===== src/prpe_pkg.sv =====
// Package with types and constants of the page replacement engine.
`default_nettype none

package prpe_pkg;

    localparam int PROCESSES_DEF = 4;
    localparam int CAPACITY_DEF  = 16;
    localparam int PAGE_BITS_DEF = 16;

    localparam int PID_W     = 2;
    localparam int TIME_W    = 16;
    localparam int FREQ_W    = 16;
    localparam int FAULT_W   = 16;
    localparam int CNT_OUT_W = 5;
    localparam int LIMIT_W   = 5;
    localparam int LIMIT_REGS = 4;
    localparam int CFG_IDX_W = 3;
    localparam int CFG_DATA_W = 5;

    localparam logic [CFG_IDX_W-1:0] REG_POLICY = 3'd0;
    localparam logic [CFG_IDX_W-1:0] REG_LIMIT0 = 3'd1;
    localparam logic [CFG_IDX_W-1:0] REG_LIMIT1 = 3'd2;
    localparam logic [CFG_IDX_W-1:0] REG_LIMIT2 = 3'd3;
    localparam logic [CFG_IDX_W-1:0] REG_LIMIT3 = 3'd4;

    localparam logic [LIMIT_W-1:0] LIMIT_RESET = 5'd16;
    localparam int SET_NONE = 31;
    localparam logic [FREQ_W-1:0]  FREQ_MAX  = '1;
    localparam logic [FAULT_W-1:0] FAULT_MAX = '1;

    typedef enum logic [1:0] {
        POL_LIFO = 2'd0,
        POL_MRU  = 2'd1,
        POL_LRU  = 2'd2,
        POL_LFU  = 2'd3
    } t_policy;

    typedef enum logic [2:0] {
        ST_IDLE,
        ST_SCAN,
        ST_EVICT,
        ST_SHIFT,
        ST_COMMIT
    } t_state;

    typedef struct packed {
        logic load;
        logic scan;
        logic evict;
        logic shift;
        logic commit;
    } t_dp_cmd;

    typedef struct packed {
        logic scan_done;
        logic evict_need;
        logic shift_done;
    } t_dp_status;

endpackage

`default_nettype wire


===== src/page_replacement_policy_engine.sv =====
// Top level of the page replacement policy engine.
`default_nettype none

// Page replacement policy engine. Each item is one page reference (process,
// page, time) and is taken when start is high while busy is low. The engine
// looks the page up in that process's resident list; a hit refreshes the
// entry's access time and frequency, a miss evicts a victim when the list is
// at its limit (newest insert, most recent, least recent or least frequent
// access, ties to the oldest insert) and appends the new page. Exactly one
// result follows every item: o_valid is high for one cycle with the result
// fields, and the receiver cannot stall it, so it must capture the result in
// that cycle. The entries live in one single-port-read memory, and that port
// sets the rate: busy stays high while the scan reads the process's entries
// one after another (stopping early on a hit) and, when an eviction has to
// close the gap in the list, while every entry behind the victim is copied
// down one slot per cycle. A new item may be started in the cycle in which
// busy falls. The entry memory is not cleared after reset; only slots below
// a process's resident count are ever read. Configuration writes (policy
// and the four limits) are taken at once and belong in idle periods.

module page_replacement_policy_engine #(
    parameter int PROCESSES = prpe_pkg::PROCESSES_DEF,
    parameter int CAPACITY  = prpe_pkg::CAPACITY_DEF,
    parameter int PAGE_BITS = prpe_pkg::PAGE_BITS_DEF
) (
    input  logic                            i_clk,
    input  logic                            i_rst_n,
    input  logic                            start,
    output logic                            busy,
    input  logic [prpe_pkg::PID_W-1:0]      i_process_id,
    input  logic [PAGE_BITS-1:0]            i_page_number,
    input  logic [prpe_pkg::TIME_W-1:0]     i_access_time,
    input  logic                            i_cfg_we,
    input  logic [prpe_pkg::CFG_IDX_W-1:0]  i_cfg_index,
    input  logic [prpe_pkg::CFG_DATA_W-1:0] i_cfg_data,
    output logic                            o_valid,
    output logic                            o_hit,
    output logic                            o_evicted_valid,
    output logic [PAGE_BITS-1:0]            o_evicted_page,
    output logic [prpe_pkg::FAULT_W-1:0]    o_fault_count,
    output logic [prpe_pkg::CNT_OUT_W-1:0]  o_resident_count,
    output logic [prpe_pkg::CNT_OUT_W-1:0]  o_min_workset,
    output logic [prpe_pkg::CNT_OUT_W-1:0]  o_max_workset
);
    import prpe_pkg::*;

    t_policy          r_policy;
    logic [LIMIT_W-1:0] r_limit [LIMIT_REGS];
    t_dp_cmd          cmd;
    t_dp_status       status;

    // Configuration registers. Writes to an index past the list are dropped.
    always_ff @(posedge i_clk) begin
        if (!i_rst_n) begin
            r_policy <= POL_LIFO;
            for (int k = 0; k < LIMIT_REGS; k++) begin
                r_limit[k] <= LIMIT_RESET;
            end
        end else if (i_cfg_we) begin
            unique case (i_cfg_index)
                REG_POLICY: r_policy   <= t_policy'(i_cfg_data[1:0]);
                REG_LIMIT0: r_limit[0] <= i_cfg_data;
                REG_LIMIT1: r_limit[1] <= i_cfg_data;
                REG_LIMIT2: r_limit[2] <= i_cfg_data;
                REG_LIMIT3: r_limit[3] <= i_cfg_data;
                default: begin
                end
            endcase
        end
    end

    // The sequencer steps the item through scan, eviction, shift and commit.
    prpe_ctrl u_ctrl (
        .i_clk    (i_clk),
        .i_rst_n  (i_rst_n),
        .i_start  (start),
        .i_status (status),
        .o_cmd    (cmd),
        .o_busy   (busy)
    );

    // The datapath holds the entries and the per-process counters.
    prpe_datapath #(
        .PROCESSES (PROCESSES),
        .CAPACITY  (CAPACITY),
        .PAGE_BITS (PAGE_BITS)
    ) u_datapath (
        .i_clk            (i_clk),
        .i_rst_n          (i_rst_n),
        .i_cmd            (cmd),
        .o_status         (status),
        .i_policy         (r_policy),
        .i_limit          (r_limit),
        .i_process_id     (i_process_id),
        .i_page_number    (i_page_number),
        .i_access_time    (i_access_time),
        .o_valid          (o_valid),
        .o_hit            (o_hit),
        .o_evicted_valid  (o_evicted_valid),
        .o_evicted_page   (o_evicted_page),
        .o_fault_count    (o_fault_count),
        .o_resident_count (o_resident_count),
        .o_min_workset    (o_min_workset),
        .o_max_workset    (o_max_workset)
    );

endmodule

`default_nettype wire


===== src/prpe_ctrl.sv =====
// Sequencer of the page replacement engine.
`default_nettype none

module prpe_ctrl (
    input  logic                  i_clk,
    input  logic                  i_rst_n,
    input  logic                  i_start,
    input  prpe_pkg::t_dp_status  i_status,
    output prpe_pkg::t_dp_cmd     o_cmd,
    output logic                  o_busy
);
    import prpe_pkg::*;

    t_state r_state;
    t_state n_state;

    always_ff @(posedge i_clk) begin
        if (!i_rst_n) begin
            r_state <= ST_IDLE;
        end else begin
            r_state <= n_state;
        end
    end

    always_comb begin
        n_state = r_state;
        o_cmd   = '0;
        unique case (r_state)
            ST_IDLE: begin
                if (i_start) begin
                    o_cmd.load = 1'b1;
                    n_state    = ST_SCAN;
                end
            end
            ST_SCAN: begin
                o_cmd.scan = 1'b1;
                if (i_status.scan_done) begin
                    n_state = i_status.evict_need ? ST_EVICT : ST_COMMIT;
                end
            end
            ST_EVICT: begin
                o_cmd.evict = 1'b1;
                n_state     = ST_SHIFT;
            end
            ST_SHIFT: begin
                o_cmd.shift = 1'b1;
                if (i_status.shift_done) begin
                    n_state = ST_COMMIT;
                end
            end
            ST_COMMIT: begin
                o_cmd.commit = 1'b1;
                n_state      = ST_IDLE;
            end
            default: begin
                n_state = ST_IDLE;
            end
        endcase
    end

    assign o_busy = (r_state != ST_IDLE);

endmodule

`default_nettype wire


===== src/prpe_datapath.sv =====
// Datapath of the page replacement engine: entry memory, scan and shift logic.
`default_nettype none

module prpe_datapath #(
    parameter int PROCESSES = prpe_pkg::PROCESSES_DEF,
    parameter int CAPACITY  = prpe_pkg::CAPACITY_DEF,
    parameter int PAGE_BITS = prpe_pkg::PAGE_BITS_DEF
) (
    input  logic                               i_clk,
    input  logic                               i_rst_n,
    input  prpe_pkg::t_dp_cmd                  i_cmd,
    output prpe_pkg::t_dp_status               o_status,
    input  prpe_pkg::t_policy                  i_policy,
    input  logic [prpe_pkg::LIMIT_W-1:0]       i_limit [prpe_pkg::LIMIT_REGS],
    input  logic [prpe_pkg::PID_W-1:0]         i_process_id,
    input  logic [PAGE_BITS-1:0]               i_page_number,
    input  logic [prpe_pkg::TIME_W-1:0]        i_access_time,
    output logic                               o_valid,
    output logic                               o_hit,
    output logic                               o_evicted_valid,
    output logic [PAGE_BITS-1:0]               o_evicted_page,
    output logic [prpe_pkg::FAULT_W-1:0]       o_fault_count,
    output logic [prpe_pkg::CNT_OUT_W-1:0]     o_resident_count,
    output logic [prpe_pkg::CNT_OUT_W-1:0]     o_min_workset,
    output logic [prpe_pkg::CNT_OUT_W-1:0]     o_max_workset
);
    import prpe_pkg::*;

    localparam int PW     = (PROCESSES > 1) ? $clog2(PROCESSES) : 1;
    localparam int CW     = $clog2(CAPACITY + 1);
    localparam int SW     = (CAPACITY > 1) ? $clog2(CAPACITY) : 1;
    localparam int DEPTH  = PROCESSES * CAPACITY;
    localparam int AW     = (DEPTH > 1) ? $clog2(DEPTH) : 1;
    localparam int SMW    = (CW > CNT_OUT_W) ? CW : CNT_OUT_W;
    localparam int WORD_W = PAGE_BITS + FREQ_W + TIME_W;
    localparam int LIMCMP_W = 8;

    function automatic logic [AW-1:0] addr_of(input logic [PW-1:0] p,
                                              input logic [SW-1:0] slot);
        addr_of = AW'(AW'(p) * AW'(CAPACITY)) + AW'(slot);
    endfunction

    // Entry memory: one word per slot of every process.
    logic [WORD_W-1:0] r_mem [DEPTH];
    logic [WORD_W-1:0] r_rdata;

    // Per-process bookkeeping.
    logic [CW-1:0]      r_resident [PROCESSES];
    logic [FAULT_W-1:0] r_faults   [PROCESSES];
    logic [SMW-1:0]     r_small    [PROCESSES];
    logic [SMW-1:0]     r_large    [PROCESSES];

    // Item registers.
    logic [PW-1:0]        r_p;
    logic [PAGE_BITS-1:0] r_page;
    logic [TIME_W-1:0]    r_time;
    logic [CW-1:0]        r_n;
    logic [CW-1:0]        r_lim;
    logic [CW-1:0]        r_idx;
    logic [CW-1:0]        r_ridx;
    logic                 r_rvalid;
    logic                 r_hit;
    logic [CW-1:0]        r_hit_idx;
    logic [FREQ_W-1:0]    r_hit_freq;
    logic [CW-1:0]        r_best_idx;
    logic [TIME_W-1:0]    r_best_key;
    logic [PAGE_BITS-1:0] r_best_page;
    logic                 r_ev;
    logic [PAGE_BITS-1:0] r_ev_page;

    logic [PAGE_BITS-1:0] rd_page;
    logic [FREQ_W-1:0]    rd_freq;
    logic [TIME_W-1:0]    rd_last;
    logic [TIME_W-1:0]    rd_key;
    logic                 better;
    logic                 issue;
    logic [PW-1:0]        in_p;
    logic [PID_W:0]       pid_ext;
    logic [LIMCMP_W-1:0]  lim_raw;
    logic [CW-1:0]        lim_eff;
    logic                 we;
    logic [AW-1:0]        waddr;
    logic [WORD_W-1:0]    wdata;
    logic [CW-1:0]        n_count;
    logic [CW-1:0]        app_slot;
    logic [FREQ_W-1:0]    hit_freq_inc;
    logic [FAULT_W-1:0]   n_faults;
    logic [SMW-1:0]       n_small;
    logic [SMW-1:0]       n_large;

    assign rd_page = r_rdata[WORD_W-1 -: PAGE_BITS];
    assign rd_freq = r_rdata[TIME_W +: FREQ_W];
    assign rd_last = r_rdata[TIME_W-1:0];
    assign rd_key  = (i_policy == POL_LFU) ? rd_freq : rd_last;

    // Process id folded into range; the id is below twice any count above one.
    always_comb begin
        pid_ext = {1'b0, i_process_id};
        if (PROCESSES == 1) begin
            in_p = '0;
        end else if (32'(pid_ext) >= 32'(PROCESSES)) begin
            in_p = PW'(32'(pid_ext) - 32'(PROCESSES));
        end else begin
            in_p = PW'(pid_ext);
        end
    end

    // Limit register chosen by the low two bits of the process, then clamped.
    always_comb begin
        lim_raw = LIMCMP_W'(i_limit[2'(LIMCMP_W'(in_p))]);
        if (lim_raw == '0) begin
            lim_eff = CW'(1);
        end else if (lim_raw > LIMCMP_W'(CAPACITY)) begin
            lim_eff = CW'(CAPACITY);
        end else begin
            lim_eff = CW'(lim_raw);
        end
    end

    always_comb begin
        unique case (i_policy)
            POL_LIFO: better = 1'b1;
            POL_MRU:  better = (rd_key > r_best_key);
            POL_LRU:  better = (rd_key < r_best_key);
            POL_LFU:  better = (rd_key < r_best_key);
            default:  better = 1'b0;
        endcase
    end

    assign issue = ((i_cmd.scan && !r_hit) || i_cmd.shift) && (r_idx < r_n);

    assign o_status.scan_done  = !r_rvalid && ((r_idx >= r_n) || r_hit);
    assign o_status.shift_done = !r_rvalid && (r_idx >= r_n);
    assign o_status.evict_need = !r_hit && (r_n >= r_lim) && (r_n != '0);

    assign hit_freq_inc = (r_hit_freq < FREQ_MAX) ? r_hit_freq + FREQ_W'(1) : r_hit_freq;
    assign app_slot     = r_ev ? r_n - CW'(1) : r_n;
    assign n_count      = (r_hit || r_ev) ? r_n : r_n + CW'(1);

    // Memory write port: shift copies or the final entry update.
    always_comb begin
        we    = 1'b0;
        waddr = addr_of(r_p, app_slot[SW-1:0]);
        wdata = {r_page, FREQ_W'(1), r_time};
        if (i_cmd.shift && r_rvalid) begin
            we    = 1'b1;
            waddr = addr_of(r_p, SW'(r_ridx - CW'(1)));
            wdata = r_rdata;
        end else if (i_cmd.commit) begin
            we = 1'b1;
            if (r_hit) begin
                waddr = addr_of(r_p, r_hit_idx[SW-1:0]);
                wdata = {r_page, hit_freq_inc, r_time};
            end
        end
    end

    always_ff @(posedge i_clk) begin
        if (we) begin
            r_mem[waddr] <= wdata;
        end
        r_rdata <= r_mem[addr_of(r_p, r_idx[SW-1:0])];
    end

    always_comb begin
        n_faults = r_faults[r_p];
        n_small  = r_small[r_p];
        n_large  = r_large[r_p];
        if (r_hit) begin
            if (SMW'(r_n) < n_small) begin
                n_small = SMW'(r_n);
            end
            if (SMW'(r_n) > n_large) begin
                n_large = SMW'(r_n);
            end
        end else if (n_faults < FAULT_MAX) begin
            n_faults = n_faults + FAULT_W'(1);
        end
    end

    // Control registers of the sequenced item.
    always_ff @(posedge i_clk) begin
        if (!i_rst_n) begin
            r_rvalid <= 1'b0;
            r_hit    <= 1'b0;
            r_ev     <= 1'b0;
            r_idx    <= '0;
            o_valid  <= 1'b0;
            for (int k = 0; k < PROCESSES; k++) begin
                r_resident[k] <= '0;
                r_faults[k]   <= '0;
                r_small[k]    <= SMW'(SET_NONE);
                r_large[k]    <= '0;
            end
        end else begin
            o_valid  <= i_cmd.commit;
            r_rvalid <= issue;
            if (issue) begin
                r_idx <= r_idx + CW'(1);
            end
            if (i_cmd.load) begin
                r_hit <= 1'b0;
                r_ev  <= 1'b0;
                r_idx <= '0;
            end
            if (i_cmd.scan && r_rvalid && !r_hit && (rd_page == r_page)) begin
                r_hit <= 1'b1;
            end
            if (i_cmd.evict) begin
                r_ev  <= 1'b1;
                r_idx <= r_best_idx + CW'(1);
            end
            if (i_cmd.commit) begin
                r_resident[r_p] <= n_count;
                r_faults[r_p]   <= n_faults;
                r_small[r_p]    <= n_small;
                r_large[r_p]    <= n_large;
            end
        end
    end

    // Payload registers.
    always_ff @(posedge i_clk) begin
        if (issue) begin
            r_ridx <= r_idx;
        end
        if (i_cmd.load) begin
            r_p    <= in_p;
            r_page <= i_page_number;
            r_time <= i_access_time;
            r_lim  <= lim_eff;
            r_n    <= (r_resident[in_p] > CW'(CAPACITY)) ? CW'(CAPACITY) : r_resident[in_p];
        end
        if (i_cmd.scan && r_rvalid) begin
            if (!r_hit && (rd_page == r_page)) begin
                r_hit_idx  <= r_ridx;
                r_hit_freq <= rd_freq;
            end
            if ((r_ridx == '0) || better) begin
                r_best_idx  <= r_ridx;
                r_best_key  <= rd_key;
                r_best_page <= rd_page;
            end
        end
        if (i_cmd.evict) begin
            r_ev_page <= r_best_page;
        end
        if (i_cmd.commit) begin
            o_hit            <= r_hit;
            o_evicted_valid  <= r_ev;
            o_evicted_page   <= r_ev ? r_ev_page : '0;
            o_fault_count    <= n_faults;
            o_resident_count <= CNT_OUT_W'(n_count);
            o_min_workset    <= CNT_OUT_W'(n_small);
            o_max_workset    <= CNT_OUT_W'(n_large);
        end
    end

endmodule

`default_nettype wire


===== config.mk =====
export PLATFORM = sky130hd
export DESIGN_NAME = page_replacement_policy_engine
export DESIGN_NICKNAME = d
export VERILOG_FILES = /design/src/prpe_pkg.sv /design/src/page_replacement_policy_engine.sv /design/src/prpe_ctrl.sv /design/src/prpe_datapath.sv
export SDC_FILE = /design/constraint.sdc
export NUM_CORES = 2
export LEC_CHECK = 0
export BUFFER_PORTS_ARGS = -buffer_cell sky130_fd_sc_hd__buf_4
export CAP_MARGIN = 10
export CORE_ASPECT_RATIO = 0.9
export CORE_MARGIN = 2
export CORE_UTILIZATION = 60
export CTS_BUF_LIST = sky130_fd_sc_hd__clkbuf_16
export CTS_CLUSTER_DIAMETER = 120
export DETAILED_ROUTE_END_ITERATION = 10
export HOLD_SLACK_MARGIN = 0.12
export PLACE_DENSITY_LB_ADDON = 0.15
export SETUP_SLACK_MARGIN = 0.05
export SYNTH_ARGS = -nofsm -noshare
export SYNTH_HDL_FRONTEND = slang
export SYNTH_SLANG_ARGS = --single-unit

===== constraint.sdc =====
create_clock -name i_clk -period 17.2 [get_ports i_clk]
set_clock_uncertainty 0.1 [all_clocks]
set_input_delay 3.44 -clock i_clk [delete_from_list [all_inputs] [get_ports i_clk]]
set_output_delay 3.44 -clock i_clk [all_outputs]
set_load 0.03 [all_outputs]

==> flow_summary.ini <==
[outcome]
status = completed

[min_path]
hold_path_class = reg2reg

[sta]
fin_crit_sh_pct = 36.2
worstMarginPinSlew_ps = 1300
max_freq_mhz = 161
finalHoldViolCount = 0
fin_crit_ps = 6220
slew_viol_final = 0
rsz0062_at_grt = false
fin_setup_tns_ps = 0
slew_headroom_pct = 13.1
setup_violations = 0
whs_ps = 317

[setup_path]
cp_data_required_time_ps = 17690
cp-start-kind = primary input
critPathKind = in2reg
worstPathArrival_ps = 6710
crit_path_end_kind = flop
cp_max_fo = 40
r2r_setup_slack_ps = 11840

[clocking]
holdBufCountCts = 0
ctsResizeCount = 0
cts_tree = built
clk_latency_ps = 960
cts_setup_buffers = 0
clk_pin_slew_ps = 60
clk_path_buf_depth = 4
root_buffer = clkbuf_16
clock_sinks = 3451
cts_max_level = 5
numCtsBuffers = 343

[detailed_routing]
viasPerCell = 6.85
detail-route-antenna-nets = 0
drt_first_pass_iters = 8
dr_total_vias = 63400
routed_wl_um = 329000
drc = 0
wl_per_cell_um = 35.6
first_iter_violations = 8951

[pwr]
power_frac_clock_pct = 39.2
p_sw_w = 0.00411
seqPwrFrac_pct = 51.9
switching_share_pct = 22.5
combPwrFrac_pct = 8.9
power_density_nw_per_um2 = 123
p_int_w = 0.0142
leakagePower_nw = 49.0
peakVddDrop_v = 0.000108

[die]
core_area_sq_um = 219000
num_rows = 163
die_w_um = 499
die-area_sq_um = 224000
pin_count = 97
start_util_pct = 60.4
die_h_um = 450

[synthesis]
yosys_warnings = 0
synth_top_area_cell = edfxtp_1
async_flop_share_pct = 0
syn_area_per_cell_sq_um = 23.0
synth-edff-count = 3367
ys_ff_latch = 3451
yosys.area.top_type_share_pct = 76.4
synth_area_leaders = edfxtp_1, mux4_2, dfxtp_1
synth_area_sq_um = 132000
seq_area_frac_synth_pct = 77.6
synth_cell_type_count = 75
synth_nets = 5841
ys_dominant_reg_cell = edfxtp_1
synthCells = 5749

[layout]
area.sequential_sq_um = 103000
n_fill_cell = 13300
final_area_sq_um = 148000
layout.nets = 6183
fin_util_pct = 67.7
drive_gt1_share_pct = 29.2
multi_input_area_sq_um = 28700
syn2layout_area_growth_pct = 12.0

[global_routing]
grt_overflow_total = 0
grt_start_max_net_pins = 130
grtUsageTotal_pct = 29.6
antenna_found_initial = 16
grt_pass1_vias = 62900
grt_pass1_wl_um = 467000

[job]
max_cap_violations = 0

[placement]
gp_congestion = 0.817
hpwlAfterDp_um = 182000
dpl_cell_area_sq_um = 138000
io_buffers = 96
cell usage after synthesis, types with 27 or more instances:
| cell | count |
|---|---|
| a22oi_1 | 97 |
| buf_2 | 101 |
| clkbuf_1 | 156 |
| dfxtp_1 | 84 |
| edfxtp_1 | 3367 |
| ha_1 | 46 |
| inv_1 | 78 |
| mux2i_1 | 37 |
| mux4_2 | 995 |
| nand2_1 | 238 |
| nor2_1 | 201 |
| nor2b_1 | 33 |
| o21ai_0 | 30 |
| xnor2_1 | 27 |
power by group through the flow:
stage	Combinational [W]	Sequential, W	Clock (W)
after CTS	0.00163	0.00948	0.00724
after detailed placement	0.00162	0.00965	0
after floorplan	0.00115	0.00959	0
after global placement	0.00160	0.00965	0
final	0.00162	0.00948	0.00717
after global routing	0.00173	0.00948	0.00756
layer usage:
metal | track usage (%) | vias up | part of all wire [%]
met5 | 0 | - | 0.010
met4 | 9.96 | 4 | 3.7
met3 | 6.11 | 570 | 11
met2 | 44.1 | 3784 | 46
met1 | 44.8 | 34000 | 39
li1 | - | 24900 | -
path summary, 6_finish.rpt:
| kind | startpoint | end | cells past startpoint |
|---|---|---|---|
| hold reg to reg | u_datapath.r_best_page[3] | u_datapath.r_ev_page[3] | 0 |
| setup reg to reg | u_datapath.r_idx[0] | u_datapath.r_rdata[18] | 8 |
| hold / removal | u_datapath.r_best_page[3] | u_datapath.r_ev_page[3] | 0 |
| setup / recovery | i_rst_n | u_datapath.r_faults[2][3] | 6 |
state kept, by name, summed over array words and instances (netlist names), 16 cells and up, named ones only:
register / flops
u_datapath.r_time: 16
u_datapath.o_fault_count: 16
u_datapath.r_small: 20
r_limit: 20
u_datapath.r_faults: 64
u_datapath.r_best_page: 16
u_datapath.r_ev_page: 16
u_datapath.o_evicted_page: 16
u_datapath.r_mem: 3072
u_datapath.r_rdata: 48
u_datapath.r_best_key: 16
u_datapath.r_resident: 20
u_datapath.r_hit_freq: 16
u_datapath.r_page: 16
u_datapath.r_large: 20
cell families after synthesis:
family	after synthesis	synth area share, %
flip-flops	3451	77.6
multiplexers	1049	17.4
AND/OR/NAND/NOR	592	1.99
buffers and inverters	362	1.21
AO/OA/AOI/OAI	204	1.08
adder cells (fa/ha/maj)	46	0.435
XOR/XNOR	45	0.309
worst max-delay path, cell delays in order:
cell	delay (ps)
buf_4	330
nand2_1	740
inv_2	370
nand2_1	600
nand2_1	810
buf_4	370
metrics by stage:
stage               instances  power [W]  setup slack [ps]
finish                   9245     0.0183             10980
global route             9240     0.0188             10700
CTS                      9239     0.0184             10980
detailed placement       8633     0.0113             10020
global placement         8633     0.0112             10110
floorplan                5749     0.0107             11010
cell type report:
type	count	share of cell area (%)
multi-input cells	1936	19.4
repair buffers	280	1.48
inverters	79	0.201
clock inverters	255	1.27
flip-flops and latches	3451	69.3
clock buffers	351	5.92
diodes	6	0.0101
well taps	2887	2.44
cells in the final DEF, fill, tap and decap left out, types with 16 or more instances in the layout:
master	netlist	final
a21oi_1	24	23
a22oi_1	97	97
and2_1	23	22
buf_4	2	273
bufinv_16	0	29
clkbuf_16	0	351
clkinv_1	0	69
clkinv_2	0	59
dfxtp_1	84	80
edfxtp_1	3367	3367
ha_1	46	46
inv_1	78	161
mux2i_1	37	37
mux4_2	995	995
nand2_1	238	238
nand3_1	22	22
nand4_1	17	17
nor2_1	201	136
nor2_4	0	65
nor2b_1	33	31
o21ai_0	30	16
xnor2_1	27	27
xor2_1	16	16
Note: power is estimated with default switching activity, not from simulation.
